**src/npc_pkg.sv**
```systemverilog
// Package for the nearest palette color search: constants, weights and types.
// No dependencies; imported by every module of the block.
`default_nettype none
package npc_pkg;
    localparam int unsigned PALETTE_ENTRIES_DEF = 256;
    localparam int unsigned COMP_W = 8;
    localparam int unsigned MAG_W = 17;
    localparam int unsigned SQ_W = 18;   // r^2+g^2+b^2 <= 195075
    localparam int unsigned RAD_W = 34;  // radicand = sum << 16
    localparam int unsigned DIST_W = 50;
    localparam int unsigned CMD_W = 1;

    localparam logic [CMD_W-1:0] CMD_WRITE = 1'b0;
    localparam logic [CMD_W-1:0] CMD_QUERY = 1'b1;

    localparam logic [15:0] W_RED   = 16'd19661;
    localparam logic [15:0] W_GREEN = 16'd38666;
    localparam logic [15:0] W_BLUE  = 16'd7209;
    localparam logic [15:0] W_MAG   = 16'd15292;

    typedef struct packed {
        logic start;
        logic busy;
        logic done;
    } sqrt_ctl_t;
endpackage
`default_nettype wire

```
**src/npc_dist.sv**
```systemverilog
// Pipelined weighted distance unit: one palette entry enters per cycle.
// Depends on npc_pkg.
`default_nettype none
module npc_dist
    import npc_pkg::*;
(
    input  wire logic              clk,
    input  wire logic [COMP_W-1:0] pr,
    input  wire logic [COMP_W-1:0] pg,
    input  wire logic [COMP_W-1:0] pb,
    input  wire logic [MAG_W-1:0]  pm,
    input  wire logic [COMP_W-1:0] qr,
    input  wire logic [COMP_W-1:0] qg,
    input  wire logic [COMP_W-1:0] qb,
    input  wire logic [MAG_W-1:0]  qm,
    output logic      [DIST_W-1:0] distance
);
    logic [COMP_W-1:0] dr_reg, dg_reg, db_reg;
    logic [MAG_W-1:0]  dm_reg;
    logic [15:0]       sr_reg, sg_reg, sb_reg;
    logic [33:0]       sm_reg;
    logic [31:0]       tr_reg, tg_reg, tb_reg;
    logic [DIST_W-1:0] tm_reg;
    logic [DIST_W-1:0] dist_reg;

    always_ff @(posedge clk)
    begin
        // stage 1: absolute differences
        dr_reg <= (pr >= qr) ? pr - qr : qr - pr;
        dg_reg <= (pg >= qg) ? pg - qg : qg - pg;
        db_reg <= (pb >= qb) ? pb - qb : qb - pb;
        dm_reg <= (pm >= qm) ? pm - qm : qm - pm;
        // stage 2: squares
        sr_reg <= 16'(dr_reg) * 16'(dr_reg);
        sg_reg <= 16'(dg_reg) * 16'(dg_reg);
        sb_reg <= 16'(db_reg) * 16'(db_reg);
        sm_reg <= 34'(dm_reg) * 34'(dm_reg);
        // stage 3: weights
        tr_reg <= 32'(sr_reg) * 32'(W_RED);
        tg_reg <= 32'(sg_reg) * 32'(W_GREEN);
        tb_reg <= 32'(sb_reg) * 32'(W_BLUE);
        tm_reg <= DIST_W'(sm_reg) * DIST_W'(W_MAG);
        // stage 4: sum at 2^32 scale
        dist_reg <= ((DIST_W'(tr_reg) + DIST_W'(tg_reg) + DIST_W'(tb_reg)) << 16) + tm_reg;
    end

    assign distance = dist_reg;
endmodule
`default_nettype wire

```
**config.mk**
```make
export PLATFORM = sky130hd
export DESIGN_NAME = npc_dist
export DESIGN_NICKNAME = d
export VERILOG_FILES = /design/src/npc_pkg.sv /design/src/npc_dist.sv
export SDC_FILE = /design/constraint.sdc
export NUM_CORES = 2
export LEC_CHECK = 0
export ABC_AREA = 1
export BUFFER_PORTS_ARGS = -buffer_cell sky130_fd_sc_hd__buf_2
export CAP_MARGIN = 5
export CORE_MARGIN = 8
export CORE_UTILIZATION = 40
export DETAILED_ROUTE_END_ITERATION = 10
export SYNTH_ARGS = -nofsm -noshare
export SYNTH_HDL_FRONTEND = slang
export SYNTH_SLANG_ARGS = --single-unit
```
**constraint.sdc**
```tcl
create_clock -name clk -period 8.7 [get_ports clk]
set_clock_uncertainty 0.1 [all_clocks]
set_input_delay 1.305 -clock clk [delete_from_list [all_inputs] [get_ports clk]]
set_output_delay 1.305 -clock clk [all_outputs]
set_load 0.01 [all_outputs]
```
==> run_results.csv <==
group,metric,value,unit
status,status,"finished clean",
final_layout,largest_reg_flops,47,
logic_synthesis,synth_warnings,0,
logic_synthesis,synth.yosys.seq_area_share,11.7,%
logic_synthesis,yosys.area.top_type,"fa_1",
logic_synthesis,synth_area_leaders,"fa_1, ha_1, inv_1",
logic_synthesis,yosys.area_share.simple,18.9,%
timing,setup_viol,0,
final_layout,diodes,0,
clock_network,cts-resized-gates,0,
flow_run,maxCapViolations,0,
logic_synthesis,yosysMostFrequentCell,"inv_1",
floorplanning,dieArea,139000,um2
hold_path,hold_path.class,"flip-flop to flip-flop",
logic_synthesis,synth-compound-area-share,5.59,%
final_layout,ff_latch_area,5990,um2
timing,rsz0062_at_grt,"false",
drt,num_vias,40100,
drt,drtIter0Drc,2085,
hold_path,hold_path_depth,0,
timing,hold_violations,0,
placed_design,numPortBuffers,130,
timing,drv_slew,0,
global_route,track_usage,17.7,%
clock_network,tritoncts,"yes",
timing,finalCriticalPeriod,5860,ps
timing,maxSlewHeadroom,40.9,%
placed_design,place_ws,2860,ps
timing,fin_setup_tns,0,ps
floorplanning,fp.dieW,373,um
critical_path,cp_max_fo,17,
clock_network,cts_setup_buffers,0,
logic_synthesis,synth-edff-count,0,
clock_network,path_clk_slew,50,ps
logic_synthesis,synthCells,6680,
final_layout,syn_to_final_growth,7.53,%
floorplanning,core_area,127000,um2
drt,ant_nets,0,
final_layout,nets,8391,
clock_network,htree_levels,2,
floorplanning,initial_utilization,40.2,%
timing,fin_crit_sh,67.3,%
drt,drt_wl_total,124,mm
clock_network,cts_root_buffer,"clkbuf_16",
drt,via_per_inst,4.72,
critical_path,endpoint_kind,"flip-flop",
logic_synthesis,synth_commonest_cells,"inv_1, nand2_1, ha_1, fa_1, nor2_1",
logic_synthesis,synthAdderAreaFrac,47.1,%
floorplanning,dieHeight,373,um
logic_synthesis,yosys_register_bits,299,
final_layout,fillers,13100,
global_route,overflow,0,
hold_path,worstHoldStart,"tm_reg[12]$_DFF_P_",
floorplanning,ioPinCount,133,
clock_network,postCtsHoldBufs,0,
logic_synthesis,syn_area_per_cell,7.65,um2
timing,tightestPinTransition,885,ps
clock_network,clockBufferDepth,3,
final_layout,multi_input_area,38600,um2
critical_path,start_kind,"flip-flop",
critical_path,crit_required,9130,ps
logic_synthesis,synth_top_area_share,26.9,%
critical_path,rrSetupSlack,2840,ps
global_route,grt_max_degree,20,
clock_network,clkLatencyLatePin,620,ps
drt,post-route-drc-count,0,
floorplanning,core.rowCount,131,
placed_design,hpwl,110,mm
logic_synthesis,synth_top_family_by_area,"adder cells",
critical_path,crit_type,"flip-flop to flip-flop",
logic_synthesis,ys.flop_type,"dfxtp_1",
final_layout,drive_gt1_share,3.37,%
logic_synthesis,synth_mux_area_share,0,%
logic_synthesis,synth_area,51100,um2
critical_path,r2r-start,"dm_reg[10]$_DFF_P_",
hold_path,min_to,"distance[12]$_DFF_P_",
clock_network,cts.sinks,299,
logic_synthesis,synth-async-reset-ratio,0,%
placed_design,routabilityCongestion,0.915,
clock_network,numCtsBuffers,40,
critical_path,reg2regPathDepth,20,
logic_synthesis,synth_xor_area_share,3.82,%
global_route,first_global_vias,41000,
drt,dr.pass1.iters,6,
logic_synthesis,yosysUniqueCellTypes,46,
critical_path,r2r_end,"sm_reg[22]$_DFF_P_",
timing,fin_ws,2840,ps
critical_path,cp_data_arrival_time,6290,ps
timing,max_freq,171,MHz
global_route,grt_pass1_wl,206,mm
placed_design,dp_cells,8417,
final_layout,stdcell_count,8489,
drt,wl_per_cell,14.7,um
global_route,antenna_found_initial,1,
-- how the worst max path moves through the flow --
stage                              end  slack, ps  cells after the start          startpoint
CTS                 sm_reg[25]$_DFF_P_       2860                     20  dm_reg[10]$_DFF_P_
detailed placement  sm_reg[25]$_DFF_P_       2860                     20  dm_reg[10]$_DFF_P_
finish              sm_reg[22]$_DFF_P_       2840                     20  dm_reg[10]$_DFF_P_
global placement    sm_reg[33]$_DFF_P_       2900                     20   dm_reg[7]$_DFF_P_
floorplan           sm_reg[27]$_DFF_P_       3320                     22   dm_reg[7]$_DFF_P_
global route        sm_reg[25]$_DFF_P_       2540                     21  dm_reg[10]$_DFF_P_
-- area by class of cell --
type | instances | share of cell area (%)
clock inverters | 23 | 0.492
repair buffers | 130 | 1.18
multi-input cells | 4663 | 70.3
inverters | 1663 | 11.4
flip-flops and latches | 299 | 10.9
clock buffers | 49 | 2.01
well taps | 1662 | 3.79
-- critical path: stages (launching register included) --
cell,delay (ps)
dfxtp_1,890
nand2_1,180
fa_1,570
inv_1,80
fa_1,490
fa_1,560
fa_1,430
fa_1,510
inv_1,60
fa_1,480
inv_1,40
ha_1,350
a21oi_1,330
o21ai_0,210
inv_1,80
nand2_1,80
inv_1,60
nand3_1,80
nand2_1,70
inv_1,40
nor2_1,80
-- cell usage in the layout (no fill, tap or decap), drive strengths merged --
master	count
nor4	1
clkinv	11
fa	685
nand2	1593
a21oi	283
nor3	60
nand3	235
o31ai	1
and2	11
a211oi	2
o21ai	154
or2	7
and3	4
a21o	20
clkbuf	49
dfxtp	299
nor3b	2
nor2	391
ha	826
o211ai	2
nand4	64
clkinvlp	3
xnor2	51
nand3b	8
bufinv	3
a31oi	9
buf	130
xor2	172
a21boi	4
conb	26
o21a	12
inv	1669
o21bai	40
-- cells by family after synthesis --
family,count (synthesis)
buffers and inverters,1742
flip-flops,299
other,2
XOR/XNOR,223
AO/OA/AOI/OAI,527
AND/OR/NAND/NOR,2376
adder cells (fa/ha/maj),1511
-- per-stage QoR --
stage / utilization (%) / area, um2 / hold WS [ps]
after floorplan: - / 51200 / 210
after global placement: 42.1 / 53500 / 215
after detailed placement: 42.1 / 53500 / 213
after CTS: 43.2 / 54900 / 226
after global routing: 43.2 / 54900 / 229
final: 43.2 / 54900 / 223
-- per-layer routing --
metal	global-route usage (%)	part of all wire (%)	up-vias
li1	-	-	20400
met1	24.9	49	18900
met2	29.5	45	656
met3	1.94	3.5	132
met4	3.84	2.0	0
met5	0	0	-
Power is not shown: default switching activity piles up to over one toggle a cycle in this logic, so the estimate is an artifact.
