File: src/npc_pkg.sv
// Package for the nearest palette color search: constants, weights and types.
// No dependencies; imported by every module of the block.
`default_nettype none
package npc_pkg;
    localparam int unsigned PALETTE_ENTRIES_DEF = 256;
    localparam int unsigned COMP_W = 8;
    localparam int unsigned MAG_W = 17;
    localparam int unsigned SQ_W = 18;   // r^2+g^2+b^2 <= 195075
    localparam int unsigned RAD_W = 34;  // radicand = sum << 16
    localparam int unsigned DIST_W = 50;
    localparam int unsigned CMD_W = 1;

    localparam logic [CMD_W-1:0] CMD_WRITE = 1'b0;
    localparam logic [CMD_W-1:0] CMD_QUERY = 1'b1;

    localparam logic [15:0] W_RED   = 16'd19661;
    localparam logic [15:0] W_GREEN = 16'd38666;
    localparam logic [15:0] W_BLUE  = 16'd7209;
    localparam logic [15:0] W_MAG   = 16'd15292;

    typedef struct packed {
        logic start;
        logic busy;
        logic done;
    } sqrt_ctl_t;
endpackage
`default_nettype wire

File: src/npc_sqrt.sv
// Bit-serial integer square root: one result bit per cycle.
// Depends on npc_pkg.
`default_nettype none
module npc_sqrt
    import npc_pkg::*;
(
    input  wire logic             clk,
    input  wire logic             rst_n,
    input  wire logic             start,
    input  wire logic [RAD_W-1:0] radicand,
    output sqrt_ctl_t             ctl,
    output logic      [MAG_W-1:0] root
);
    localparam int unsigned STEPS = RAD_W / 2;
    localparam int unsigned CNT_W = $clog2(STEPS + 1);

    logic [RAD_W-1:0] rem_reg, rem_next;
    logic [RAD_W-1:0] val_reg, val_next;
    logic [MAG_W-1:0] root_reg, root_next;
    logic [CNT_W-1:0] cnt_reg, cnt_next;
    logic             busy_reg, busy_next;
    logic             done_reg, done_next;
    logic [MAG_W+1:0] trial;
    logic [MAG_W+1:0] win;

    always_comb
    begin
        rem_next  = rem_reg;
        val_next  = val_reg;
        root_next = root_reg;
        cnt_next  = cnt_reg;
        busy_next = busy_reg;
        done_next = 1'b0;
        win   = {rem_reg[MAG_W-1:0], val_reg[RAD_W-1 -: 2]};
        trial = {root_reg, 2'b01};
        if (start)
        begin
            rem_next  = '0;
            val_next  = radicand;
            root_next = '0;
            cnt_next  = CNT_W'(STEPS);
            busy_next = 1'b1;
        end
        else if (busy_reg)
        begin
            // restoring step on the next two radicand bits
            val_next = {val_reg[RAD_W-3:0], 2'b00};
            if (win >= trial)
            begin
                rem_next  = RAD_W'(win - trial);
                root_next = {root_reg[MAG_W-2:0], 1'b1};
            end
            else
            begin
                rem_next  = RAD_W'(win);
                root_next = {root_reg[MAG_W-2:0], 1'b0};
            end
            cnt_next = cnt_reg - 1'b1;
            if (cnt_reg == CNT_W'(1))
            begin
                busy_next = 1'b0;
                done_next = 1'b1;
            end
        end
    end

    always_ff @(posedge clk or negedge rst_n)
    begin
        if (!rst_n)
        begin
            busy_reg <= 1'b0;
            done_reg <= 1'b0;
            cnt_reg  <= '0;
        end
        else
        begin
            busy_reg <= busy_next;
            done_reg <= done_next;
            cnt_reg  <= cnt_next;
        end
    end

    always_ff @(posedge clk)
    begin
        rem_reg  <= rem_next;
        val_reg  <= val_next;
        root_reg <= root_next;
    end

    assign ctl.start = start;
    assign ctl.busy  = busy_reg;
    assign ctl.done  = done_reg;
    assign root      = root_reg;
endmodule
`default_nettype wire

File: config.mk
export PLATFORM = sky130hd
export DESIGN_NAME = npc_sqrt
export DESIGN_NICKNAME = d
export VERILOG_FILES = /design/src/npc_pkg.sv /design/src/npc_sqrt.sv
export SDC_FILE = /design/constraint.sdc
export NUM_CORES = 1
export LEC_CHECK = 0
export BUFFER_PORTS_ARGS = -buffer_cell sky130_fd_sc_hd__buf_4
export CORE_MARGIN = 2
export CORE_UTILIZATION = 40
export CTS_CLUSTER_DIAMETER = 80
export DETAILED_ROUTE_END_ITERATION = 8
export SYNTH_ARGS = -nofsm -noshare
export SYNTH_HDL_FRONTEND = slang
export SYNTH_SLANG_ARGS = --single-unit
File: constraint.sdc
create_clock -name clk -period 5.5 [get_ports clk]
set_input_delay 0.55 -clock clk [delete_from_list [all_inputs] [get_ports clk]]
set_output_delay 0.55 -clock clk [all_outputs]
set_load 0.01 [all_outputs]
==> key figures, run 1 <==
Run status
  – Status: complete, no violations

Detailed routing
  – Final ANT Viol Nets: 0
  – Final WL: 8489 um
  – Remaining DRCs: 0
  – Wire per inst: approximately 15 um
  – Initial DRC Count: ~150
  – Vias per Instance: 5.186
  – Routed vias: 2925
  – First-pass DRT Iterations: 5

Synth
  – Synth Area per Inst: 10.65 sq um
  – Yosys cell types: 57
  – Number of synthesized flops with an enable pin: 34
  – Area leader, netlist: edfxtp_1
  – Most frequent cells after synthesis: dfxtp_1, edfxtp_1, mux2_2, nor2_1, nand2_1
  – Synth top area cells: edfxtp_1, dfxtp_1, mux2_2, ha_1, mux2i_1
  – Ys async rst share: 9.333%
  – Post-synthesis sequential area ratio: 46.27%
  – Synthesized Nets: 439
  – Mapped cell area: 4056 sq um
  – Synthesis-stage register bit count: 75
  – Share of the synthesized area in the top cell type: 25.17%
  – Synth Warn #: 0
  – Synth Flop Type: edfxtp_1
  – Synth Instances: 381

Worst setup path
  – Slowest Stage Delay on Critical Path: 0.61 ns
  – WP buf/inv: 1
  – Reg2reg setup slack: about 2.7 ns
  – Delay-heaviest family, CP: simple AND/OR/NAND/NOR gates
  – Reg2reg end: rem_reg[11]
  – WP data required: 5.78 ns
  – Max FO, Critical Path: 21
  – CP Capture Type: register
  – Slowest cell on crit path: or4b_1
  – CP Class: reg -> reg
  – CP startpoint kind: register
  – R2r startpoint: root[10]
  – Worst EP arrival: between 3 and 4 ns
  – Reg2Reg Depth: 8
  – Crit-path cells: inv_1 > ha_1 > nand4_4 > nor3_2 > o211ai_2 > a31o_1 > or4b_1 > o21ai_1

Clock network
  – Clk slew on worst S/H paths: about 0.080 ns
  – CTS Buf Count: 9
  – Clk_lat worst skew: between 0.3 and 0.4 ns
  – Clock root buffer master: clkbuf_8
  – Clock Sink Count: between 70 and 80
  – Clock Tree Buf Depth: 2
  – CTS tree: built
  – H-tree depth: 3
  – Post-CTS Setup Inserts: 0

Power and ir drop
  – LEAKAGE: 2.031 nW
  – Power Density: 496.3 nW/um^2
  – IR drop worst, VDD: 210.7 uV

Timing
  – Max Slew Vio Count: 0
  – Relative slew slack: between 30% and 40%
  – Fin crit period: approximately 2.8 ns
  – Unrepaired setup endpoints after global routing: no
  – Fin. Hold Viols: 0
  – Setup violations, final: 0
  – Fmax achieved: 0.3596 GHz
  – Setup TNS: 0 ns
  – Min Hold Slack: approximately 0.5 ns
  – Slew @ Worst Pin: 0.9728 ns
  – Tcrit/Tclk final: roughly 51%
  – Worst Clk Skew: 0.01027 ns

Floorplan
  – Die W: ~100 um
  – Die Ht: 104.7 um
  – Core footprint: 9819 sq um
  – Ports: 57
  – Initial core utilization: roughly 41%
  – Core Rows: 36
  – Die ar.: 10960 sq um

Global route
  – Initial antenna violation count: 0
  – Tot GR Track Use: 16.15%
  – Vias in the first global route: 2857
  – Global-route wire length before repair: 14090 um
  – GRT overflow: 0
  – Largest net degree at the start of global routing: 66

Hold path
  – Worst hold path type: in -> reg
  – Hold endpoint: val_reg[0]
  – Hold Path Depth: 2
  – Hold wc startpoint: radicand[0]

Layout
  – Design area: 4765 sq um
  – Finished Layout Cells: ~560
  – Fin nets: 484
  – Max reg flops: 34
  – Layout cells sized above 1: 27.38%
  – Synth-to-Final Area Change: 17.46%
  – Diodes inserted: 0

Placed design
  – Port-buffer cells: 56
  – Gpl congestion: 0.8689
  – Placed Area: ~4500 sq um
  – Post-DP HPWL: 5914 um
  – Placed cell count: approximately 550

Job
  – Max-Cap Viols: 0
## layout make-up
class	count	area, sq um
multi-input combinational	257	1962
inverter	24	90.09
clock buffer	9	123.9
sequential	75	1877
fill	950	5055
tap	133	166.4
timing repair buffer	59	445.4
clock inverter	7	100.1
## cell families after synthesis
kind of cell               count (synthesis)  synth area share (%)
DFF                                       75                 46.27
muxes                                     52                 13.85
buffers and inverters                     49                 5.367
xor gates and xnor gates                  17                 3.671
adders and majority gates                 21                 6.477
AOI/OAI and AO/OA                         77                 13.45
and+or+nand+nor                           90                 10.92
## worst max-delay path by stage
stage | startpoint | end | slack, ns | cells past startpoint
after floorplan | root[7] | rem_reg[11] | 3.29 | 9
after global placement | root[10] | rem_reg[11] | 2.86 | 8
final | root[10] | rem_reg[11] | 2.72 | 8
after detailed placement | root[10] | rem_reg[11] | 2.75 | 8
after global routing | root[10] | rem_reg[11] | 2.52 | 8
after CTS | root[10] | rem_reg[11] | 2.74 | 8
## stage by stage
| step | util (%) | setup slack, ns | power, mW |
|---|---|---|---|
| after global placement | 46.14 | 2.859 | 1.883 |
| after floorplan | - | 3.286 | 1.667 |
| final | 48.52 | 2.719 | 2.365 |
| after CTS | 48.52 | 2.740 | 2.379 |
| after detailed placement | 46.14 | 2.751 | 1.890 |
| after global routing | 48.52 | 2.520 | 2.546 |
## what timing repair did
| item | CTS | global route |
|---|---|---|
| hold buffers | 1 | 0 |
| gates resized for setup | 0 | 0 |
| endpoints found under the hold margin | 7 | 0 |
## per-layer routing
metal	vias up	routed length [um]	track usage, %
met3	10	326	2.745
met1	1390	4150	23.10
met2	48	3871	24.23
met4	0	142	6.571
li1	1477	-	-
met5	-	0	0
## cells in the final DEF (no fill, tap or decap), drive strengths merged, types with 9 or more instances in the layout
cell    instances
a21oi          20
nor2           31
ha             21
nand2          28
clkbuf          9
buf            58
o21ai          13
edfxtp         34
mux2i          19
xnor2          14
dfxtp          34
inv            26
mux2           33
## where the power goes
group	switching, mW	internal (mW)	leakage, nW
Sequential	0.0748	0.723	0.723
Combinational	0.612	0.477	1.20
Clock	0.220	0.259	0.109
Note: power is estimated with default switching activity, not from simulation.
==> run 2, diff against run 1 <==
--- a/config.mk
+++ b/config.mk
@@ -5,6 +5,7 @@
 export SDC_FILE = /design/constraint.sdc
 export NUM_CORES = 1
 export LEC_CHECK = 0
+export ABC_AREA = 1
 export BUFFER_PORTS_ARGS = -buffer_cell sky130_fd_sc_hd__buf_4
 export CORE_MARGIN = 2
 export CORE_UTILIZATION = 40
==> constraint.sdc (replaced) <==
create_clock -name clk -period 2.64 [get_ports clk]
set_input_delay 0.264 -clock clk [delete_from_list [all_inputs] [get_ports clk]]
set_output_delay 0.264 -clock clk [all_outputs]
set_load 0.01 [all_outputs]
==> key figures, run 2 <==
Clock network
  – Post-CTS Setup Inserts: 0 (unchanged)
  – Clock root buffer master: clkbuf_8
  – CTS tree: built
  – H-tree depth: 3 (unchanged)
  – Clk_lat worst skew: 0.35 ns (about the same)
  – Clock Sink Count: 75 (unchanged)
  – Clock Tree Buf Depth: 2 (unchanged)
  – CTS Buf Count: 9 (unchanged)
  – Cts hold-fix bufs: 1 (unchanged)
  – Resized cells post-CTS: 0 (unchanged)
  – Clk slew on worst S/H paths: 0.08 ns (about the same)

Global route
  – Initial antenna violation count: 0 (unchanged)
  – Tot GR Track Use: 17.79% (+1.6 points)
  – GRT overflow: 0 (unchanged)
  – Largest net degree at the start of global routing: 43 (-35%)
  – Global-route wire length before repair: 16510 um (+17%)
  – Vias in the first global route: 3577 (+25%)

Worst setup path
  – CP startpoint kind: register
  – WP buf/inv: 1 (unchanged)
  – Reg2Reg Depth: 11 (+3)
  – WP data required: 2.93 ns (-2.85 ns)
  – R2r startpoint: root[12]
  – Crit-path cells: inv_1 > ha_1 > a21oi_1 > nand2_1 > nand2_1 > nand2_1 > nor2_4 > nand2_8 > nor2_8 > nand2_1 > nand3_1
  – Max FO, Critical Path: 19 (-9.5%)
  – CP dominant cell by count: nand2_1
  – Delay-heaviest family, CP: simple AND/OR/NAND/NOR gates
  – Reg2reg end: rem_reg[0]
  – CP Capture Type: register
  – Slowest Stage Delay on Critical Path: 0.36 ns (-0.25 ns)
  – Worst EP arrival: 2.35 ns (-0.71 ns)
  – CP Class: reg -> reg
  – Slowest cell on crit path: ha_1
  – Reg2reg setup slack: 0.58 ns (-2.14 ns)

Layout
  – Diodes inserted: 0 (unchanged)
  – Leading cell types in the layout, fill and taps excluded: nand2_1, inv_1, buf_4
  – Fin nets: 676 (+40%)
  – Commonest non-fill, non-tap cell in the layout: nand2_1
  – Layout cells sized above 1: 21.03% (-6.4 points)
  – Filler instances: 1059 (+11%)
  – Synth-to-Final Area Change: 16.22%
  – Max reg flops: 34 (unchanged)

Synth
  – Fraction of the mapped netlist area in compound gates: 4.836% (-8.6 points)
  – Synthesis-stage register bit count: 75 (unchanged)
  – Synth Flop Type: edfxtp_1
  – Synth Instances: 564 (+48%)
  – Synth top area cells: edfxtp_1, nand2_1, dfxtp_1, inv_1, ha_1
  – Synth Warn #: 0 (unchanged)
  – Synthesized Nets: 622 (+42%)
  – Synth Area per Inst: 7.891 sq um (-26%)
  – Most common cell in the synthesized netlist: nand2_1
  – Largest family of logic cells by synthesized area: simple AND/OR/NAND/NOR gates
  – Post-synthesis sequential area ratio: 42.17% (-4.1 points)
  – Number of synthesized flops with an enable pin: 34 (unchanged)
  – Simple-gate share of the synthesized area: 35.62% (+25 points)
  – Most frequent cells after synthesis: nand2_1, inv_1, dfxtp_1, edfxtp_1, nand3_1
  – Ys async rst share: 9.333% (unchanged)
  – Multiplexer share of the synthesized area: 0% (-14 points)
  – Share of the synthesized area in the top cell type: 22.94% (-2.2 points)
  – Post-synthesis adder-cell area fraction: 5.904% (-0.57 points)
  – Area leader, netlist: edfxtp_1
  – Yosys cell types: 38 (-33%)
  – Mapped cell area: 4451 sq um (+9.7%)
  – Post-Synth XOR/XNOR Area: 1.378% (-2.3 points)

Power and ir drop
  – Internal Power: 2.843 mW (+95%)
  – IR drop worst, VDD: 300.9 uV (+43%)
  – Seq pwr share: 30.5% (-3.2 points)
  – Comb pwr share: 52.1% (+6.1 points)
  – Sw Ratio: 44.92% (+6.6 points)
  – Switching pwr: 2.318 mW (+160%)
  – Clock share of power: 17.5% (-2.8 points)
  – LEAKAGE: 2.648 nW (+30%)
  – Power Density: 997.7 nW/um^2 (+100%)

Placed design
  – Port-buffer cells: 56 (unchanged)
  – Gpl congestion: 0.9682 (+11%)
  – Post-DP HPWL: 7303 um (+23%)

Detailed routing
  – Remaining DRCs: 0 (unchanged)
  – Initial DRC Count: 132 (-13%)
  – Final WL: 9729 um (+15%)
  – Wire per inst: 12.75 um (-15%)
  – First-pass DRT Iterations: 4 (-1)
  – Routed vias: 3615 (+24%)
  – Final ANT Viol Nets: 0 (unchanged)
  – Vias per Instance: 4.738 (-8.6%)

Timing
  – Setup TNS: 0 ns (unchanged)
  – Worst Clk Skew: 0.007651 ns (-0.002623 ns)
  – Unrepaired setup endpoints after global routing: no
  – Max Slew Vio Count: 0 (unchanged)
  – Tcrit/Tclk final: 78.07% (+28 points)
  – Slew @ Worst Pin: 0.4171 ns (-0.5557 ns)
  – Relative slew slack: 72.02% (+37 points)
  – Min Hold Slack: 0.1717 ns (-0.3198 ns)
  – Fmax achieved: 0.4852 GHz (+35%)
  – Setup violations, final: 0 (unchanged)
  – Fin crit period: 2.061 ns (-0.7201 ns)
  – Fin. Hold Viols: 0 (unchanged)

Hold path
  – Worst hold path type: in -> reg
  – Hold endpoint: val_reg[1]
  – Hold wc startpoint: radicand[1]
  – Hold Path Depth: 3 (+1)

Run status
  – Status: complete, no violations

Floorplan
  – Core footprint: 10840 sq um (+10%)
  – Ports: 57 (unchanged)
  – Die W: 109.5 um (+4.6%)
  – Die Ht: 109.5 um (+4.6%)
  – Core Rows: 38 (+5.6%)
  – Die ar.: 11990 sq um (+9.3%)
  – Initial core utilization: 41.05% (-0.25 points)

Job
  – Max-Cap Viols: 0 (unchanged)
## run 2: power groups by stage
stage | registers, mW | clock network (mW) | logic (mW)
2_1_floorplan | 1.55 | 0 | 2.26
3_3_place_gp | 1.59 | 0 | 2.65
3_5_place_dp | 1.59 | 0 | 2.68
4_1_cts | 1.57 | 0.927 | 2.69
5_1_grt | 1.59 | 0.973 | 3.04
6_report | 1.57 | 0.902 | 2.69
## run 2: how the worst max path moves through the flow
stage	end	start	cells after the start	slack, ns
after floorplan	rem_reg[1]	root[12]	14	0.80
after global placement	rem_reg[0]	root[10]	13	0.65
after detailed placement	rem_reg[0]	root[10]	13	0.60
after CTS	rem_reg[0]	root[12]	11	0.56
after global routing	rem_reg[0]	root[10]	13	0.30
final	rem_reg[0]	root[12]	11	0.58
## run 2: cell families (layout without fill, tap and decap cells)
group / Yosys count / after routing
simple gates: 326 / 326
buf+inv: 99 / 158
flops: 75 / 75
compound gates: 36 / 36
fa+ha+maj: 21 / 21
xor+xnor: 7 / 7
## run 2: per-stage QoR
stage	setup WS, ns	instances	power, mW	util (%)	cell area [sq um]
2_1_floorplan	0.8024	564	3.808	-	4451
3_3_place_gp	0.6506	746	4.246	45.84	4970
3_5_place_dp	0.5956	746	4.269	45.84	4970
4_1_cts	0.5634	763	5.188	47.71	5172
5_1_grt	0.2984	763	5.607	47.71	5172
6_report	0.5788	763	5.161	47.71	5172
## run 2: final cells by class
class,instances,area [sq um],share of cell area (%)
Sequential cell,75,1877,36.28
Clock buffer,11,141.4,2.733
Inverter,81,330.3,6.386
Timing Repair Buffer,61,473.0,9.144
Multi-Input combinational cell,390,2125,41.07
Clock inverter,5,51.30,0.9918
Tap cell,140,175.2,3.387
## run 2: per-layer routing
metal | track usage (%) | part of all wire, % | routed length [um]
met5 | 0 | 0 | 0
met1 | 24.88 | 49 | 4796
met2 | 27.12 | 45 | 4357
met3 | 2.193 | 3.4 | 335
met4 | 8.861 | 2.5 | 240
## run 2: worst register-to-register path, cell delays in order (launching register included)
cell	delay [ns]
dfxtp_1	0.34
inv_1	0.08
ha_1	0.36
a21oi_1	0.18
nand2_1	0.09
nand2_1	0.07
nand2_1	0.08
nor2_4	0.25
nand2_8	0.17
nor2_8	0.25
nand2_1	0.08
nand3_1	0.07
